===== src/sv/srm_pkg.sv =====
// Shared types and constants for the serial register access master.
`timescale 1ns / 1ps

package srm_pkg;

  // Transaction phases, one-hot
  typedef enum logic [5:0] {
    PH_IDLE   = 6'b000001,
    PH_CLRHI  = 6'b000010,
    PH_HEADER = 6'b000100,
    PH_GAP    = 6'b001000,
    PH_DATA   = 6'b010000,
    PH_FINISH = 6'b100000
  } phase_e;

  // Levels driven on the link lines
  typedef struct packed {
    logic clear;
    logic strobe;
    logic data;
  } pins_t;

  // Transaction status for one tick
  typedef struct packed {
    logic busy;
    logic done;
  } status_t;

  // Top header bit on a read
  localparam logic READ_FLAG = 1'b1;

endpackage


===== src/sv/srm_if.sv =====
// Valid/ready channel interfaces for tick items and result items.
`timescale 1ns / 1ps

interface srm_req_if #(
  parameter int unsigned ADDR_BITS = 7,
  parameter int unsigned DATA_BITS = 16
);
  logic                 valid;
  logic                 ready;
  logic                 start_req;
  logic                 func;
  logic [ADDR_BITS-1:0] address;
  logic [DATA_BITS-1:0] write_data;
  logic                 serial_in;

  modport source (output valid, start_req, func, address, write_data, serial_in,
                  input ready);
  modport sink   (input valid, start_req, func, address, write_data, serial_in,
                  output ready);
endinterface

interface srm_res_if #(
  parameter int unsigned DATA_BITS = 16
);
  logic                 valid;
  logic                 ready;
  logic                 clear_line;
  logic                 strobe_line;
  logic                 serial_out;
  logic                 busy_res;
  logic                 done_res;
  logic [DATA_BITS-1:0] read_data;

  modport source (output valid, clear_line, strobe_line, serial_out, busy_res,
                  done_res, read_data, input ready);
  modport sink   (input valid, clear_line, strobe_line, serial_out, busy_res,
                  done_res, read_data, output ready);
endinterface


===== src/sv/serial_register_access_master.sv =====
// Top level of the serial register access master.
`timescale 1ns / 1ps

// Each accepted item is one tick of the serial link; it yields exactly one
// result item with the line levels, busy, done and read data of that tick.
// One item is taken per clock: the sequencer updates on acceptance and the
// result lands in an output register, so a result appears in the cycle after
// its item and the next item is taken while it waits, as long as the output
// side keeps up (ready back-pressure reaches the input in the same cycle).
// A transaction spans 2*(ADDR_BITS+1) + 2*DATA_BITS + 4 ticks from the start
// tick to the done tick; starts during a transaction are ignored.

module serial_register_access_master
  import srm_pkg::*;
#(
  parameter int unsigned ADDR_BITS = 7,
  parameter int unsigned DATA_BITS = 16
) (
  input  logic      clk_i,
  input  logic      rst_ni,
  srm_req_if.sink   req_i,
  srm_res_if.source res_o
);

  logic                 step;
  logic                 out_valid;
  pins_t                pins_nx, pins_out;
  status_t              status_nx, status_out;
  logic [DATA_BITS-1:0] rdata_nx, rdata_out;

  // Take an item whenever the result register is free or being drained
  assign req_i.ready = !out_valid || res_o.ready;
  assign step        = req_i.valid && req_i.ready;

  srm_seq #(
    .ADDR_BITS (ADDR_BITS),
    .DATA_BITS (DATA_BITS)
  ) u_seq (
    .clk_i        (clk_i),
    .rst_ni       (rst_ni),
    .step_i       (step),
    .start_req_i  (req_i.start_req),
    .func_i       (req_i.func),
    .address_i    (req_i.address),
    .write_data_i (req_i.write_data),
    .serial_in_i  (req_i.serial_in),
    .pins_o       (pins_nx),
    .status_o     (status_nx),
    .read_data_o  (rdata_nx)
  );

  srm_out_stage #(
    .DATA_BITS (DATA_BITS)
  ) u_out (
    .clk_i       (clk_i),
    .rst_ni      (rst_ni),
    .load_i      (step),
    .pins_i      (pins_nx),
    .status_i    (status_nx),
    .read_data_i (rdata_nx),
    .ready_i     (res_o.ready),
    .valid_o     (out_valid),
    .pins_o      (pins_out),
    .status_o    (status_out),
    .read_data_o (rdata_out)
  );

  // Drive the result channel
  assign res_o.valid       = out_valid;
  assign res_o.clear_line  = pins_out.clear;
  assign res_o.strobe_line = pins_out.strobe;
  assign res_o.serial_out  = pins_out.data;
  assign res_o.busy_res    = status_out.busy;
  assign res_o.done_res    = status_out.done;
  assign res_o.read_data   = rdata_out;

endmodule


===== src/sv/srm_seq.sv =====
// Link sequencer: phase, bit counter, shift registers and line levels.
`timescale 1ns / 1ps

module srm_seq
  import srm_pkg::*;
#(
  parameter int unsigned ADDR_BITS = 7,
  parameter int unsigned DATA_BITS = 16
) (
  input  logic                 clk_i,
  input  logic                 rst_ni,
  input  logic                 step_i,
  input  logic                 start_req_i,
  input  logic                 func_i,
  input  logic [ADDR_BITS-1:0] address_i,
  input  logic [DATA_BITS-1:0] write_data_i,
  input  logic                 serial_in_i,
  output pins_t                pins_o,
  output status_t              status_o,
  output logic [DATA_BITS-1:0] read_data_o
);

  localparam int unsigned HDR_W = ADDR_BITS + 1;
  localparam int unsigned MAX_IDX = (ADDR_BITS > DATA_BITS - 1) ? ADDR_BITS : DATA_BITS - 1;
  localparam int unsigned IDX_W = $clog2(MAX_IDX + 1);

  phase_e               phase_q, phase_d;
  logic [IDX_W-1:0]     idx_q, idx_d;
  logic                 sub_q, sub_d;
  logic                 rd_q, rd_d;
  logic [HDR_W-1:0]     hdr_q, hdr_d;
  logic [DATA_BITS-1:0] dat_q, dat_d;
  pins_t                pins_q, pins_d;

  // Next state and the levels of this tick
  always_comb begin
    phase_d     = phase_q;
    idx_d       = idx_q;
    sub_d       = sub_q;
    rd_d        = rd_q;
    hdr_d       = hdr_q;
    dat_d       = dat_q;
    pins_d      = pins_q;
    status_o    = '{busy: 1'b1, done: 1'b0};
    read_data_o = '0;
    case (phase_q)
      PH_CLRHI: begin
        pins_d.clear = 1'b1;
        phase_d      = PH_HEADER;
        idx_d        = IDX_W'(ADDR_BITS);
        sub_d        = 1'b0;
      end
      PH_HEADER: begin
        if (!sub_q) begin
          pins_d.strobe = 1'b0;
          pins_d.data   = hdr_q[HDR_W-1];
          sub_d         = 1'b1;
        end else begin
          pins_d.strobe = 1'b1;
          sub_d         = 1'b0;
          hdr_d         = hdr_q << 1;
          if (idx_q == '0) begin
            phase_d = PH_GAP;
          end else begin
            idx_d = idx_q - 1'b1;
          end
        end
      end
      PH_GAP: begin
        pins_d.strobe = 1'b0;
        phase_d       = PH_DATA;
        idx_d         = IDX_W'(DATA_BITS - 1);
        sub_d         = 1'b0;
      end
      PH_DATA: begin
        if (!sub_q) begin
          // drive the write bit on the rising strobe
          if (!rd_q) begin
            pins_d.data = dat_q[DATA_BITS-1];
          end
          pins_d.strobe = 1'b1;
          sub_d         = 1'b1;
        end else begin
          // advance the shifter; a read samples the slave line
          pins_d.strobe = 1'b0;
          dat_d         = (dat_q << 1) | DATA_BITS'(rd_q & serial_in_i);
          sub_d         = 1'b0;
          if (idx_q == '0) begin
            phase_d = PH_FINISH;
          end else begin
            idx_d = idx_q - 1'b1;
          end
        end
      end
      PH_FINISH: begin
        pins_d.strobe = 1'b1;
        status_o.done = 1'b1;
        if (rd_q) begin
          read_data_o = dat_q;
        end
        phase_d = PH_IDLE;
      end
      default: begin
        // idle: latch a new transaction on a start
        phase_d = PH_IDLE;
        if (start_req_i) begin
          rd_d         = func_i;
          hdr_d        = {func_i & READ_FLAG, address_i};
          dat_d        = func_i ? '0 : write_data_i;
          idx_d        = '0;
          sub_d        = 1'b0;
          pins_d.clear = 1'b0;
          phase_d      = PH_CLRHI;
        end else begin
          status_o.busy = 1'b0;
        end
      end
    endcase
  end

  assign pins_o = pins_d;

  // Control state
  always_ff @(posedge clk_i or negedge rst_ni) begin
    if (!rst_ni) begin
      phase_q <= PH_IDLE;
      idx_q   <= '0;
      sub_q   <= 1'b0;
      rd_q    <= 1'b0;
      pins_q  <= '0;
    end else if (step_i) begin
      phase_q <= phase_d;
      idx_q   <= idx_d;
      sub_q   <= sub_d;
      rd_q    <= rd_d;
      pins_q  <= pins_d;
    end
  end

  // Shift registers
  always_ff @(posedge clk_i) begin
    if (step_i) begin
      hdr_q <= hdr_d;
      dat_q <= dat_d;
    end
  end

endmodule


===== src/sv/srm_out_stage.sv =====
// Result register with valid flag for the output channel.
`timescale 1ns / 1ps

module srm_out_stage
  import srm_pkg::*;
#(
  parameter int unsigned DATA_BITS = 16
) (
  input  logic                 clk_i,
  input  logic                 rst_ni,
  input  logic                 load_i,
  input  pins_t                pins_i,
  input  status_t              status_i,
  input  logic [DATA_BITS-1:0] read_data_i,
  input  logic                 ready_i,
  output logic                 valid_o,
  output pins_t                pins_o,
  output status_t              status_o,
  output logic [DATA_BITS-1:0] read_data_o
);

  logic                 valid_q;
  pins_t                pins_q;
  status_t              status_q;
  logic [DATA_BITS-1:0] rdata_q;

  // Set on load, drop once the item is taken
  always_ff @(posedge clk_i or negedge rst_ni) begin
    if (!rst_ni) begin
      valid_q <= 1'b0;
    end else if (load_i) begin
      valid_q <= 1'b1;
    end else if (ready_i) begin
      valid_q <= 1'b0;
    end
  end

  // Hold the payload until the next load
  always_ff @(posedge clk_i) begin
    if (load_i) begin
      pins_q   <= pins_i;
      status_q <= status_i;
      rdata_q  <= read_data_i;
    end
  end

  assign valid_o     = valid_q;
  assign pins_o      = pins_q;
  assign status_o    = status_q;
  assign read_data_o = rdata_q;

endmodule

===== src/flat_wrapper.sv =====
// flat-port wrapper written by rule: the top's interface ports become plain ports
module serial_register_access_master_flat import srm_pkg::*;
#(
  parameter int unsigned ADDR_BITS = 7,
  parameter int unsigned DATA_BITS = 16
)
  (clk_i, rst_ni, req_i_valid, req_i_start_req, req_i_func, req_i_address, req_i_write_data, req_i_serial_in, req_i_ready, res_o_valid, res_o_clear_line, res_o_strobe_line, res_o_serial_out, res_o_busy_res, res_o_done_res, res_o_read_data, res_o_ready);
  srm_req_if #(.ADDR_BITS(ADDR_BITS), .DATA_BITS(DATA_BITS)) req_i_i ();
  srm_res_if #(.DATA_BITS(DATA_BITS)) res_o_i ();
  input  logic clk_i;
  input  logic rst_ni;
  input wire logic [$bits(req_i_i.valid)-1:0] req_i_valid;
  input wire logic [$bits(req_i_i.start_req)-1:0] req_i_start_req;
  input wire logic [$bits(req_i_i.func)-1:0] req_i_func;
  input wire logic [$bits(req_i_i.address)-1:0] req_i_address;
  input wire logic [$bits(req_i_i.write_data)-1:0] req_i_write_data;
  input wire logic [$bits(req_i_i.serial_in)-1:0] req_i_serial_in;
  output wire logic [$bits(req_i_i.ready)-1:0] req_i_ready;
  output wire logic [$bits(res_o_i.valid)-1:0] res_o_valid;
  output wire logic [$bits(res_o_i.clear_line)-1:0] res_o_clear_line;
  output wire logic [$bits(res_o_i.strobe_line)-1:0] res_o_strobe_line;
  output wire logic [$bits(res_o_i.serial_out)-1:0] res_o_serial_out;
  output wire logic [$bits(res_o_i.busy_res)-1:0] res_o_busy_res;
  output wire logic [$bits(res_o_i.done_res)-1:0] res_o_done_res;
  output wire logic [$bits(res_o_i.read_data)-1:0] res_o_read_data;
  input wire logic [$bits(res_o_i.ready)-1:0] res_o_ready;
  assign req_i_i.valid = req_i_valid;
  assign req_i_i.start_req = req_i_start_req;
  assign req_i_i.func = req_i_func;
  assign req_i_i.address = req_i_address;
  assign req_i_i.write_data = req_i_write_data;
  assign req_i_i.serial_in = req_i_serial_in;
  assign req_i_ready = req_i_i.ready;
  assign res_o_valid = res_o_i.valid;
  assign res_o_clear_line = res_o_i.clear_line;
  assign res_o_strobe_line = res_o_i.strobe_line;
  assign res_o_serial_out = res_o_i.serial_out;
  assign res_o_busy_res = res_o_i.busy_res;
  assign res_o_done_res = res_o_i.done_res;
  assign res_o_read_data = res_o_i.read_data;
  assign res_o_i.ready = res_o_ready;
  serial_register_access_master #(.ADDR_BITS(ADDR_BITS), .DATA_BITS(DATA_BITS)) u_core (.clk_i(clk_i), .rst_ni(rst_ni), .req_i(req_i_i), .res_o(res_o_i));
endmodule

===== config.mk =====
export PLATFORM = sky130hd
export DESIGN_NAME = serial_register_access_master_flat
export DESIGN_NICKNAME = d
export VERILOG_FILES = /design/src/sv/srm_pkg.sv /design/src/sv/srm_if.sv /design/src/sv/serial_register_access_master.sv /design/src/sv/srm_seq.sv /design/src/sv/srm_out_stage.sv /design/src/flat_wrapper.sv
export SDC_FILE = /design/constraint.sdc
export NUM_CORES = 1
export LEC_CHECK = 0
export BUFFER_PORTS_ARGS = -buffer_cell sky130_fd_sc_hd__buf_2
export CORE_MARGIN = 5
export CORE_UTILIZATION = 35
export CTS_BUF_LIST = sky130_fd_sc_hd__clkbuf_8
export DETAILED_ROUTE_END_ITERATION = 12
export HOLD_SLACK_MARGIN = 0.08
export PLACE_DENSITY = 0.67
export SLEW_MARGIN = 10
export SYNTH_ARGS = -nofsm -noshare
export SYNTH_HDL_FRONTEND = slang
export SYNTH_SLANG_ARGS = --single-unit

===== constraint.sdc =====
create_clock -name clk_i -period 3.3 [get_ports clk_i]
set_clock_uncertainty 0.2 [all_clocks]
set_input_delay 0 -clock clk_i [delete_from_list [all_inputs] [get_ports clk_i]]
set_output_delay 0 -clock clk_i [all_outputs]
set_load 0.02 [all_outputs]

== Word level (Yosys, flattened, before mapping) ==
Cells that the tools add are included.
Word-level totals
  word-level logic and storage cells: 88
  bits in registers: 61
  output and inout bits: 23
Cells by class
  muxes and demuxes: 32
  add/sub/neg operators: 1
  bitwise gates (word level): 6
  reductions and logical operators: 22
  equality and inequality tests: 11
Operators with widths (number)
  16-bit 2-to-1 mux: 3
  16-bit one-hot mux with 2 select lines: 1
  6-bit one-hot mux with 5 select lines: 1
  6-bit 2-to-1 mux: 4
  8-bit 2-to-1 mux: 2
  16-bit by 1-bit OR with 16-bit output: 1
  4-bit one-hot mux with 4 select lines: 1
  8-bit one-hot mux with 2 select lines: 1
  4-bit 2-to-1 mux: 3
  4-bit OR reduction: 3
  1-bit 2-to-1 mux: 11
  2-bit inequality test (second input constant): 5
  5-bit AND reduction: 2
  4-bit AND reduction: 2
  6-bit by 2-bit == test with 1-bit output (second input constant): 1
  6-bit by 3-bit == test with 1-bit output (second input constant): 1
  6-bit by 4-bit == test with 1-bit output (second input constant): 1
  6-bit by 5-bit == test with 1-bit output (second input constant): 1
  6-bit == test (second input constant): 1
  3-bit AND reduction: 2
  2-bit nonzero test: 3
  5-bit OR reduction: 1
  4-bit zero test: 1
  1-bit NOT: 4
  other kinds (14): 16

== Longest topological paths before layout ==
  word-level depth: 4
  depth in mapped cells: 7
  mapped depth without buffers: 7

== Cells and area by module ==
From an unflattened synthesis, not the netlist that was laid out.
Unflattened totals
  cell total of the unflattened synthesis: 260
  area, all modules: 2842.7 um2
Modules (own cells, without submodules)
  srm_seq: instances 1, area each 2153.3 um2, cells an instance 234, seq. area each 1097.3 um2
  srm_out_stage: instances 1, area each 666.9 um2, cells an instance 24, seq. area each 655.6 um2
  serial_register_access_master: instances 1, area each 22.5 um2, cells an instance 2, seq. area each 0.0 um2

== Worst setup path after synthesis ==
Ideal clock, no wire load.
  kind: register -> register
  from: register u_core.u_seq.phase_q[3]
  to: register u_core.u_seq.dat_q[0] (enable)
  library setup time: 0.409 ns
  stages on the path, launching flop included: 6
  arrival time: 2.668 ns
  path slack: 0.023 ns
  data required time: 2.691 ns
  clock period less this slack: 3.277 ns
  cells stage by stage: dfrtp_1 -> buf_6 -> or4_4 -> nor3b_2 -> a21oi_1 -> nor3_1
Between the ends
  cells in the longest elaborated chain, start to end: 4
  elaborated cells between the ends (all ways): 10
RTL lines
  start: declaration: RTL line srm_seq.sv:27  | phase_e phase_q, phase_d;
  start signal: assignment: RTL line srm_seq.sv:132  | phase_q <= phase_d;
  6-bit == test (tied with other cells): RTL line srm_seq.sv:46  | case (phase_q)
  4-bit OR reduction (no source line)
  1-bit NOT (no source line)
  4-bit AND reduction (no source line) *
  end signal: assignment: RTL line srm_seq.sv:144  | dat_q <= dat_d;
  end: declaration: RTL line srm_seq.sv:32  | logic [DATA_BITS-1:0] dat_q, dat_d;
Mark *: on every way between the ends. The rest lies on a longest branch, timed or not.
A chain may end at the register's enable or synchronous reset.

== Final worst setup path ==
  from: register u_core.u_seq.phase_q[2]
  to: register u_core.u_seq.dat_q[0], data pin
Between the ends
  cells in the longest elaborated chain, start to end: 3
  elaborated cells between the ends (all ways): 7
RTL lines (RTL line)
  6-bit == test (tied with other cells): srm_seq.sv:46
  4-bit OR reduction (no source line)
  16-bit one-hot mux with 2 select lines *: srm_seq.sv:46
  via u_core.u_seq.dat_d[0]: srm_seq.sv:32
The timed path passes the listed nets; every way through them passes the cells marked *.

==> flow_metrics.py <==
metrics = {
    "outcome": {
        "status": "complete, no violations",
    },
    "synthesis": {
        "synth_fa_ha_area_share_pct": 0.873,
        "ys_types": 47,
        "synthSimpleGateAreaFrac_pct": 25.0,
        "muxShareOfSynthArea_pct": 1.27,
        "syn_area_um2": 2870,
        "ys.flop_type": "edfxtp_1",
        "synth_compound_area_share_pct": 7.33,
        "syn_nets": 289,
        "synth_xor_area_share_pct": 0.916,
        "synthArstFlopShare_pct": 26.2,
        "ys_seq_elements": 61,
        "ys_warn_count": 0,
        "synth_edf_count": 45,
        "synthCells": 257,
        "synth_top_family_by_area": "simple AND/OR/NAND/NOR gates",
        "yosysSeqAreaShare_pct": 61.1,
        "syn_avg_cell_area_um2": 11.2,
    },
    "sta": {
        "fmax_ghz": 0.396,
        "post-route-period-util_pct": 76.5,
        "hold_viol": 0,
        "setup_viol": 0,
        "worst_pin_slew_ns": 0.781,
        "fin_crit_ns": 2.52,
        "layout_setup_ws_ns": 0.776,
        "fin_tns_setup_ns": 0,
        "slew_violations": 0,
        "relSlewSlack_pct": 47.9,
        "rsz0062_at_grt": "no",
    },
    "clock_tree": {
        "clk_transition_reported_paths_ns": 0.07,
        "clockBufferDepth": 2,
        "cts_root_buffer": "clkbuf_8",
        "cts_tree": "built",
        "post_cts_resized": 0,
        "cts_buffers": 9,
        "h-tree-depth": 3,
        "clkSinkCount": 61,
        "cts_hold_buf": 47,
        "clk_latency_ns": 0.34,
        "cts_post_setup_buffers_inserted": 0,
    },
    "floorplan": {
        "die_y_um": 101,
        "io_pins": 53,
        "die_w_um": 101,
        "rows": 33,
        "core_area_um2": 8090,
        "dieArea_um2": 10100,
        "start_util_pct": 35.4,
    },
    "hold_path": {
        "hp-start": "req_i_address[2]",
        "hold_class": "primary input to flip-flop",
        "worst_hold_path.endpoint": "u_core.u_seq.hdr_q[2]",
        "whs_path_depth": 4,
    },
    "place": {
        "pre_cts_slack_ns": 0.836,
        "gp_congestion": 0.840,
        "dp_hpwl_um": 4120,
        "io_buffers": 52,
    },
    "finish": {
        "layout_commonest_cell": "nand2_1",
        "multi_input_area_um2": 1020,
        "n_antenna_cell": 0,
        "synthToLayoutAreaGrowth_pct": 35.8,
        "drive_above_1_share_pct": 24.0,
        "ff_latch_area_um2": 1750,
        "layout_common_cells": "67 x nand2_1, 52 x buf_2, 47 x dlygate4sd3_1, 45 x edfxtp_1, 17 x and3_1",
        "nets": 390,
        "nFillCells": 730,
    },
    "grt": {
        "overflow": 0,
        "grt_pass1_wl_um": 10300,
        "globalRouteTotalUtil_pct": 13.1,
        "antenna_found_initial": 0,
        "grt_pass1_vias": 2222,
        "grt_max_degree": 21,
    },
    "route": {
        "routed_via_density": 4.83,
        "postRouteAntennaNets": 0,
        "wl_um": 6260,
        "vias": 2262,
        "first_pass_iters": 5,
        "wire_per_inst_um": 13.4,
        "drc": 0,
        "drtIter0Drc": 219,
    },
    "setup_path": {
        "r2r-start": "u_core.u_seq.phase_q[2]",
        "r2r_end": "u_core.u_seq.dat_q[0]",
        "r2r_setup_slack_ns": 0.78,
        "crit_fanout": 18,
        "worstPathArrival_ns": 2.53,
        "end_kind": "flip-flop",
        "crit_type": "flip-flop to flip-flop",
        "rr_worst_depth": 6,
        "start_kind": "flip-flop",
        "required_ns": 3.31,
    },
    "pwr": {
        "ir_drop_v": 0.000203,
        "power_density_nw_per_um2": 536,
        "p_leak_nw": 1.67,
    },
    "job": {
        "cap_violations": 0,
    },
}
registers in the layout, indices dropped and copies added, names as in the netlist:
name                      cells
u_core.u_out.pins_o           3
u_core.u_out.read_data_o     16
u_core.u_out.status_o         2
u_core.u_out.valid_o          1
u_core.u_seq.dat_q           16
u_core.u_seq.hdr_q            8
u_core.u_seq.idx_q            4
u_core.u_seq.phase_q          6
u_core.u_seq.pins_q           3
u_core.u_seq.rd_q             1
u_core.u_seq.sub_q            1
stage by stage:
| stage | utilization, % | instance area (um2) | cells | hold WS (ns) | power (W) |
|---|---|---|---|---|---|
| 6_report | 48.1 | 3890 | 468 | 0.256 | 0.00209 |
| 5_1_grt | 48.1 | 3890 | 468 | 0.271 | 0.00220 |
| 4_1_cts | 48.1 | 3890 | 468 | 0.241 | 0.00210 |
| 3_5_place_dp | 39.8 | 3220 | 405 | -0.260 | 0.00140 |
| 3_3_place_gp | 39.8 | 3220 | 405 | -0.257 | 0.00139 |
| 2_1_floorplan | - | 2870 | 257 | -0.496 | 0.00129 |
layer usage:
layer	GRT usage [%]	up-vias	routed length, um
met5	0	-	0
met4	7.88	0	136
met3	2.84	11	375
met2	21.2	65	3030
met1	16.0	1064	2720
li1	-	1122	-
worst max-delay path: stages (launching register included):
cell	delay, ns
dfrtp_1	0.48
or4_4	0.57
nor3b_2	0.18
buf_4	0.24
nand3_1	0.11
nand2_1	0.08
dlygate4sd3_1	0.54
how the worst max path moves through the flow:
stage               slack, ns                    end               startpoint
detailed placement       0.84  u_core.u_seq.hdr_q[0]  u_core.u_seq.phase_q[3]
global placement         0.90  u_core.u_seq.dat_q[8]  u_core.u_seq.phase_q[2]
finish                   0.78  u_core.u_seq.dat_q[0]  u_core.u_seq.phase_q[2]
CTS                      0.77  u_core.u_seq.dat_q[0]  u_core.u_seq.phase_q[2]
global route             0.54  u_core.u_seq.hdr_q[0]  u_core.u_seq.phase_q[1]
floorplan                0.02  u_core.u_seq.dat_q[0]  u_core.u_seq.phase_q[3]
synthesized netlist by cell type, types with 2 or more instances:
master	instances	area, um2
o311a_2	2	22.5
nor2_1	9	33.8
clkbuf_1	7	26.3
a21oi_1	5	25.0
nand4_1	2	12.5
dfrtp_1	15	375
and3_1	17	106
a31oi_1	3	18.8
and2_1	4	25.0
nand3b_1	16	120
o211ai_1	2	15.0
nand2_1	67	251
edfxtp_1	45	1350
xor2_1	2	17.5
buf_4	3	22.5
nand2b_1	4	25.0
inv_1	7	26.3
o21ai_0	7	35.0
buf_2	2	10.0
ha_1	2	25.0
a22o_1	2	17.5
nor3b_1	2	15.0
nand3_1	4	20.0
o21a_1	2	15.0
nor3_1	4	20.0
final cells by class:
cell class / instances / share of cell area, %
Sequential cell: 61 / 45.0
Multi-Input combinational cell: 175 / 26.2
Timing Repair Buffer: 103 / 19.5
Tap cell: 105 / 3.37
Clock buffer: 9 / 3.18
Clock inverter: 7 / 1.93
Inverter: 8 / 0.771
power by group:
group | internal, W | total, W | switching (W) | leakage, nW
Combinational | 0.000196 | 0.000417 | 0.000221 | 0.950
Sequential | 0.000929 | 0.00101 | 0.0000848 | 0.632
Clock | 0.000350 | 0.000656 | 0.000305 | 0.0918
Total | 0.00148 | 0.00209 | 0.000611 | 1.67
logic make-up after synthesis:
kind of cell	after synthesis
mux	3
xor+xnor	3
flops	61
fa+ha+maj	2
simple gates	137
compound gates	30
buf+inv	21
No activity file was read; power rests on OpenSTA's default activity.
